## config.mk

```make
export PLATFORM = sky130hd
export DESIGN_NAME = rsa_ctrl
export DESIGN_NICKNAME = d
export VERILOG_FILES = /design/src/rtl/core/rsa_pkg.sv /design/src/rtl/core/rsa_ctrl.sv
export SDC_FILE = /design/constraint.sdc
export NUM_CORES = 1
export LEC_CHECK = 0
export ABC_CLOCK_PERIOD_IN_PS = 1500
export CAP_MARGIN = 40
export CORE_ASPECT_RATIO = 0.75
export CORE_MARGIN = 2
export CORE_UTILIZATION = 45
export DETAILED_ROUTE_END_ITERATION = 7
export DONT_BUFFER_PORTS = 1
export GPL_TIMING_DRIVEN = 0
export HOLD_SLACK_MARGIN = 0.03
export SYNTH_ARGS = -nofsm -noshare
export SYNTH_HDL_FRONTEND = slang
export SYNTH_SLANG_ARGS = --single-unit
```

## constraint.sdc

```tcl
create_clock -name clk -period 1.5 [get_ports clk]
set_input_delay 0.075 -clock clk [delete_from_list [all_inputs] [get_ports clk]]
set_output_delay 0.075 -clock clk [all_outputs]
set_load 0.03 [all_outputs]
```

## src/rtl/core/rsa_pkg.sv

```systemverilog
package rsa_pkg;

  localparam int WORD_W = 64;

  localparam logic [1:0] STATUS_OK     = 2'd0;
  localparam logic [1:0] STATUS_NOINV  = 2'd1;
  localparam logic [1:0] STATUS_PRIME  = 2'd2;

  // datapath commands
  typedef enum logic [3:0] {
    CMD_NONE,
    CMD_LOAD,     // latch primes, p-1, q-1, gcd operands
    CMD_MUL_N,    // n = p*q (partial product step)
    CMD_DIV_START,// start division num/den
    CMD_GCD_STEP, // a<=b, b<=rem
    CMD_LAM_DIV,  // start (pm1/g)
    CMD_LAM_MUL,  // lam = quot*qm1 (partial product step)
    CMD_INV_INIT, // r0=e, r1=lam, s0=1, s1=0
    CMD_INV_DIV,  // start r0/r1
    CMD_INV_MUL,  // qt*s1 partial product step
    CMD_INV_STEP, // rotate
    CMD_RED_DIV,  // start s0 % lam
    CMD_FINISH,   // form d
    CMD_MUL_LOAD  // latch quotient and second operand for a product
  } cmd_t;

  typedef struct packed {
    logic prime_bad;
    logic b_zero;
    logic r1_zero;
    logic r0_one;
    logic div_done;
  } stat_t;

endpackage

```

## src/rtl/core/rsa_ctrl.sv

```systemverilog
module rsa_ctrl import rsa_pkg::*; (
  input  logic       clk,
  input  logic       rst_n,
  input  logic       start,
  input  logic       out_take,
  input  stat_t      stat,
  output cmd_t       cmd,
  output logic       idle,
  output logic       res_valid,
  output logic [1:0] res_status
);
  localparam logic [3:0] S_IDLE = 4'd0, S_MULN = 4'd1, S_GCD = 4'd2, S_GCDW = 4'd3,
    S_LDIVW = 4'd5, S_LMUL = 4'd6, S_IINIT = 4'd7, S_ICHK = 4'd8,
    S_IDIVW = 4'd9, S_IMUL = 4'd10, S_RDIVW = 4'd11, S_FIN = 4'd12, S_OUT = 4'd13,
    S_LOAD = 4'd14, S_IWAIT = 4'd15;

  logic [3:0] st_r, st_nxt;
  logic [1:0] status_r, status_nxt;
  logic mul_last;
  logic [2:0] mc_r;
  logic is_mul;

  assign is_mul = (cmd == CMD_MUL_N) || (cmd == CMD_LAM_MUL) || (cmd == CMD_INV_MUL);

  always_comb begin
    st_nxt = st_r; status_nxt = status_r; cmd = CMD_NONE;
    case (st_r)
      S_IDLE:  if (start) begin cmd = CMD_LOAD; st_nxt = S_LOAD; end
      S_LOAD:  if (stat.prime_bad) begin
                 status_nxt = STATUS_PRIME; st_nxt = S_OUT;
               end else st_nxt = S_MULN;
      S_MULN: begin cmd = CMD_MUL_N; st_nxt = S_MULN; end
      S_GCD:   if (stat.b_zero) begin cmd = CMD_LAM_DIV; st_nxt = S_LDIVW; end
               else begin cmd = CMD_DIV_START; st_nxt = S_GCDW; end
      S_GCDW:  if (stat.div_done) begin cmd = CMD_GCD_STEP; st_nxt = S_GCD; end
      S_LDIVW: if (stat.div_done) begin cmd = CMD_MUL_LOAD; st_nxt = S_LMUL; end
      S_LMUL: begin cmd = CMD_LAM_MUL; st_nxt = S_LMUL; end
      S_IINIT: begin cmd = CMD_INV_INIT; st_nxt = S_ICHK; end
      S_ICHK:  if (stat.r1_zero) begin
                 if (stat.r0_one) begin cmd = CMD_RED_DIV; st_nxt = S_RDIVW; end
                 else begin status_nxt = STATUS_NOINV; st_nxt = S_OUT; end
               end else begin cmd = CMD_INV_DIV; st_nxt = S_IDIVW; end
      S_IDIVW: if (stat.div_done) begin cmd = CMD_MUL_LOAD; st_nxt = S_IMUL; end
      S_IMUL: begin cmd = CMD_INV_MUL; st_nxt = S_IMUL; end
      S_IWAIT: begin cmd = CMD_INV_STEP; st_nxt = S_ICHK; end
      S_RDIVW: if (stat.div_done) st_nxt = S_FIN;
      S_FIN:   begin cmd = CMD_FINISH; status_nxt = STATUS_OK; st_nxt = S_OUT; end
      S_OUT:   if (out_take) st_nxt = S_IDLE;
      default: st_nxt = S_IDLE;
    endcase
    // eight-step multiplies end when the count wraps
    if (cmd == CMD_MUL_N || cmd == CMD_LAM_MUL || cmd == CMD_INV_MUL) begin
      if (mul_last) begin
        case (st_r)
          S_MULN:  st_nxt = S_GCD;
          S_LMUL:  st_nxt = S_IINIT;
          default: st_nxt = S_IWAIT;
        endcase
      end
    end
  end

  always_ff @(posedge clk) begin
    if (!rst_n) mc_r <= '0;
    else if (is_mul) mc_r <= mc_r + 3'd1;
    else mc_r <= '0;
  end
  assign mul_last = (mc_r == 3'd7);

  always_ff @(posedge clk) begin
    if (!rst_n) begin
      st_r <= S_IDLE;
      status_r <= STATUS_OK;
    end else begin
      st_r <= st_nxt;
      status_r <= status_nxt;
    end
  end

  assign idle = (st_r == S_IDLE);
  assign res_valid = (st_r == S_OUT);
  assign res_status = status_r;
endmodule

```

==> results.yml, run 1 <==
outcome:
  status: "finished, violations left"
  violations: "setup timing"
cells_and_area:
  fin_nets: 150
  n_antenna_cell: 0
  register_area_um2: 193
  area_growth_pct: 43.2
  fillers: 152
  drive_gt1_frac: 0.442
  multi_input_area_um2: 744
critical_path:
  setup.worst_path.start_class: "flop"
  worstPathMaxFanout: 4
  reg2reg_depth: 6
  crit_type: "reg -> reg"
  startpoint: "st_r[3]$_SDFF_PN0_"
  crit_arrival_ps: 1980
  critPathCaptureType: "flop"
  r2r_start: "st_r[3]$_SDFF_PN0_"
  crit_required_ps: 1700
job:
  max_cap_violations: 0
yosys:
  synth_commonest_cells: "nor2_1 (12), nand2_1 (11), dfxtp_1 (9)"
  ys_seq_elements: 9
  yosysTopAreaCellShare: 0.199
  syn_area_per_cell_um2: 7.89
  synthTopCellsByArea: "dfxtp_1 (20%), nor2_1 (5.0%), nand2_1 (4.6%), a21oi_1 (3.9%), buf_4 (3.3%)"
  synth_ff_type: "dfxtp_1"
  async_reset_ff_frac: 0
  synth.net_count: 126
  syn_inst: 115
  synth_edf_count: 0
  synth_cell_types: 51
  synth_area_leader_cell: "dfxtp_1"
  ys_seq_area_frac: 0.199
  synth.most_common_cell: "nor2_1"
  yosysWarnings: 0
  netlist_area_um2: 907
power:
  intPower_mw: 1.55
  leakagePower_nw: 0.518
  p_per_area_nw_per_um2: 2470
  p_seq_frac: 0.143
  combPwrFrac: 0.793
  power_frac_clock: 0.063
  ir_worst_vdd_v: 0.00185
  power.switching_mw: 1.66
  p_sw_frac: 0.517
  finalPower_mw: 3.21
floorplanning:
  core-area_um2: 1960
  ios: 17
  dieArea_um2: 2390
  fp.dieW_um: 55.8
  die_h_um: 42.9
  start_util: 0.462
  row_count: 14
cts:
  cts_made_buffers: 3
  clkTransAtPathRegs_ps: 70
  cts_tree: "yes"
  cts-root-buf: "clkbuf_4"
  clk-insertion-delay-late_ps: 270
  clock-sinks: 9
  htreeDepth: 1
  clockBufferDepth: 2
worst_hold_path:
  hold_start: "rst_n"
  whs_path_depth: 2
  hold_path.class: "in -> reg"
timing:
  drv_slew: 0
  fin_crit_sh: 1.19
  hold_slack_ps: 54.2
  rsz0062_at_grt: "true"
  relSlewSlack: 0.608
  final.min_clock_period_ps: 1790
  finalSetupTns_ps: -2060
  worst-slew-pin-transition_ps: 587
  fmax_mhz: 560
  setup_ws_ps: -286
  clock_skew_ps: 0.799
  setup_viol_count_final: 10
  hold_viol: 0
grt:
  antenna_found_initial: 0
  grt_max_degree: 11
  grt_pass1_vias: 956
  grt_overflow: 0
  grt_pass1_wl_um: 4680
  track_usage: 0.250
drt:
  drc_errors: 0
  wirelength_um: 2960
  drt.antenna.violating_nets: 0
  drtIter0Drc: 59
  routedWlPerCell_um: 18.3
  dr.pass1.iters: 4
  detail_route.vias_per_cell: 6.31
  num_vias: 1022
placement:
  gp_congestion: 0.872
  hpwl_um: 1730
  detailedPlace.worstSlack_ps: -218
  port_buffers: 0
==> path summary, 6_finish.rpt <==
path / end / slack [ps]
setup / recovery: st_r[2]$_SDFF_PN0_ / -290
hold / removal: st_r[3]$_SDFF_PN0_ / 50
setup reg to reg: st_r[2]$_SDFF_PN0_ / -290
hold reg to reg: mc_r[0]$_SDFF_PN0_ / 440
==> final cells by class <==
type | instances | area share
multi-input cells | 90 | 0.573
repair buffers | 21 | 0.137
clock buffers | 4 | 0.0202
inverters | 7 | 0.0318
well taps | 24 | 0.0231
plain buffers | 7 | 0.0665
flip-flops and latches | 9 | 0.148
==> cell usage in the layout, fill, tap and decap left out, types with 2 or more instances in the layout <==
cell type / Yosys / routed
dfxtp_1: 9 / 5
nand4b_1: 2 / 2
ha_1: 2 / 2
o211ai_1: 2 / 2
nand2_4: 0 / 2
nand2b_1: 3 / 3
buf_6: 2 / 7
nor2_1: 12 / 10
nand3_1: 5 / 4
nand2_1: 11 / 8
dfxtp_4: 0 / 3
o21ai_0: 5 / 4
buf_4: 4 / 16
a21oi_1: 7 / 7
o21ai_1: 1 / 2
clkbuf_4: 0 / 3
inv_1: 6 / 4
nor3_1: 2 / 2
nor2_4: 0 / 2
a31oi_1: 2 / 2
dlygate4sd3_1: 0 / 2
a311oi_1: 2 / 2
nor2b_1: 2 / 2
a31oi_4: 1 / 2
buf_8: 0 / 3
==> metal layers <==
metal,part of all wire,track usage,vias to the layer above,wire length [µm]
li1,-,-,475,-
met1,0.43,0.339,469,1290
met2,0.47,0.412,68,1380
met3,0.081,0.0488,10,241
met4,0.018,0.0619,0,53
met5,0,0,-,0
==> per-stage QoR <==
stage	cell area (µm²)	util	cells
after CTS	1210	0.619	156
after floorplan	955	-	115
after detailed placement	985	0.502	139
final	1300	0.662	162
after global routing	1300	0.662	162
after global placement	985	0.502	139
==> power groups by stage <==
stage / Clock [mW] / Sequential (mW) / Combinational (mW)
floorplan: 0 / 0.398 / 1.56
global placement: 0 / 0.431 / 1.81
detailed placement: 0 / 0.424 / 1.80
CTS: 0.203 / 0.431 / 2.27
global route: 0.222 / 0.470 / 2.70
finish: 0.204 / 0.460 / 2.55
==> registers in the layout, indices dropped and copies added, names as in the netlist <==
signal and count:
res_status 2, mc_r 3, st_r 4
==> kinds of logic (layout without fill, tap and decap cells) <==
family,Yosys count,in the layout,share of synthesized area
AO/OA/AOI/OAI,38,38,0.342
AND/OR/NAND/NOR,46,46,0.279
multiplexers,1,1,0.0124
buffers and inverters,16,39,0.101
adder cells (fa/ha/maj),3,3,0.0400
XOR/XNOR,2,2,0.0276
flip-flops,9,9,0.199
==> worst max-delay path: stages, from the launching register on <==
cell and delay, ps:
dfxtp_4 360, buf_8 130, buf_6 110, mux2_4 260, o31ai_4 500, nand4_2 170
a31oi_1 190
==> timing repair <==
action | in CTS | in global routing
hold buffers | 2 | 0
pin swaps | 8 | 8
setup endpoints to repair | 12 | 12
gates resized for setup | 32 | 13
setup buffers | 11 | 8
hold endpoints to repair | 5 | 0
Note: power is estimated with default switching activity, not from simulation.
==> run 2, diff against run 1 <==
--- a/config.mk
+++ b/config.mk
@@ -10,10 +10,12 @@
 export CORE_ASPECT_RATIO = 0.75
 export CORE_MARGIN = 2
 export CORE_UTILIZATION = 45
+export CTS_BUF_LIST = sky130_fd_sc_hd__clkbuf_8 sky130_fd_sc_hd__clkbuf_16
 export DETAILED_ROUTE_END_ITERATION = 7
 export DONT_BUFFER_PORTS = 1
 export GPL_TIMING_DRIVEN = 0
 export HOLD_SLACK_MARGIN = 0.03
+export SKIP_CTS_REPAIR_TIMING = 1
 export SYNTH_ARGS = -nofsm -noshare
 export SYNTH_HDL_FRONTEND = slang
 export SYNTH_SLANG_ARGS = --single-unit
==> run 2 against run 1 <==
Net effect: highest routed layer unchanged; cell area increased by 2.5%; combinational power up 2%; clock-buffer cell count fell by 1; sequential share of layout area decreased by 0.46 points; the run still ends with setup timing left; total power up 4.5%; non-clock buffer count fell by 2; die area stayed put; sequential cell count unchanged; worst setup slack got worse by 53 ps; first-iteration DRC count decreased by 14%.
==> results.yml, run 2 (synthesis gave the netlist of run 1 again) <==
cells_and_area:
  mostFrequentLayoutCells: "buf_4 (13), nor2_1 (9), nand2_1 (8)"
  final_common_cell: "buf_4"
  area_growth_pct: 46.8
  drive_gt1_frac: 0.456
  fin_util: 0.679
  postLayoutCellArea_um2: 1330
  regMostFlops: "st_r"
  largest_reg_flops: 4
  fin_nets: 148
  n_antenna_cell: 0
drt:
  wirelength_um: 3030
  drc_errors: 0
  drt.antenna.violating_nets: 0
  detail_route.vias_per_cell: 6.33
  num_vias: 1013
  routedWlPerCell_um: 18.9
  drtIter0Drc: 51
  dr.pass1.iters: 4
floorplanning:
  fp.dieW_um: 55.8
  core-area_um2: 1960
  row_count: 14
  ios: 17
  start_util: 0.462
  dieArea_um2: 2390
  die_h_um: 42.9
outcome:
  status: "finished, violations left"
  violations: "setup timing"
grt:
  grt_pass1_vias: 840
  track_usage: 0.216
  grt_pass1_wl_um: 4020
  grt_overflow: 0
  grt_max_degree: 11
  antenna_found_initial: 0
cts:
  cts-root-buf: "clkbuf_8"
  cts_made_buffers: 3
  cts_tree: "yes"
  clock-sinks: 9
  clockBufferDepth: 2
  htreeDepth: 1
  clkTransAtPathRegs_ps: 50
  clk-insertion-delay-late_ps: 240
timing:
  hold_viol: 0
  fmax_mhz: 544
  final.min_clock_period_ps: 1840
  setup_viol_count_final: 11
  rsz0062_at_grt: "true"
  drv_slew: 0
  worst-slew-pin-transition_ps: 627
  finalSetupTns_ps: -2320
  clock_skew_ps: 7.60
  hold_slack_ps: 43.1
  fin_crit_sh: 1.23
  setup_ws_ps: -338
  relSlewSlack: 0.582
power:
  p_seq_frac: 0.136
  finalPower_mw: 3.36
  ir_worst_vdd_v: 0.00175
  combPwrFrac: 0.779
  p_per_area_nw_per_um2: 2520
  intPower_mw: 1.69
  power.switching_mw: 1.67
  leakagePower_nw: 0.521
  power_frac_clock: 0.085
  p_sw_frac: 0.498
worst_hold_path:
  hold_path.class: "in -> reg"
  hold_start: "stat[4]"
critical_path:
  crit_arrival_ps: 1760
  crit_type: "reg -> out"
  critPathCaptureType: "output pin"
  cp_slowest_cell: "nor4_4"
  worstPathMaxFanout: 5
  setup.worst_path.start_class: "flop"
  r2r_start: "st_r[3]$_SDFF_PN0_"
  startpoint: "st_r[3]$_SDFF_PN0_"
  crit_required_ps: 1420
  slowest_delay_ps: 550
  crit_chain: "buf_8 -> nor4_4 -> a22oi_2 -> o311a_4 -> inv_6"
placement:
  port_buffers: 0
  hpwl_um: 1730
  gp_congestion: 0.872
  placed_area_um2: 985
job:
  max_cap_violations: 0
run 2: power groups by stage:
stage / combinational [mW] / sequential [mW] / clock [mW]
4_1_cts: 1.81 / 0.420 / 0.290
5_1_grt: 2.77 / 0.459 / 0.302
3_5_place_dp: 1.80 / 0.424 / 0
6_report: 2.61 / 0.456 / 0.286
3_3_place_gp: 1.81 / 0.431 / 0
2_1_floorplan: 1.56 / 0.398 / 0
run 2: critical path: cells and delay by family, from the launching register on:
| family | cells | cell delay (ps) |
|---|---|---|
| AO/OA/AOI/OAI | 2 | 380 |
| flip-flops | 1 | 360 |
| AND/OR/NAND/NOR | 1 | 550 |
| buffers and inverters | 2 | 230 |
run 2: through the flow:
stage	cells	worst slack, ps
after CTS	143	-418
after detailed placement	139	-218
after floorplan	115	-112
final	160	-338
after global placement	139	-228
after global routing	160	-411
run 2: routing by layer:
metal	track usage	routed length (µm)
met3	0.0701	273
met2	0.317	1410
met4	0.0286	26
met1	0.316	1310
met5	0	0
run 2: worst paths after layout:
check	end	slack, ps	cells after the start
worst max-delay path	cmd[0]	-340	5
worst min-delay path	res_status[1]$_SDFFE_PN0P_	40	2
worst max register to register	st_r[2]$_SDFF_PN0_	-310	8
worst min register to register	mc_r[0]$_SDFF_PN0_	440	1
run 2: final cells by class:
cell class | instances | area (µm²)
clock buffers | 3 | 41.3
multi-input cells | 90 | 734
well taps | 24 | 30.0
plain buffers | 9 | 121
fillers | 152 | 631
clock inverters | 1 | 3.75
flip-flops and latches | 9 | 191
inverters | 7 | 36.3
repair buffers | 17 | 173
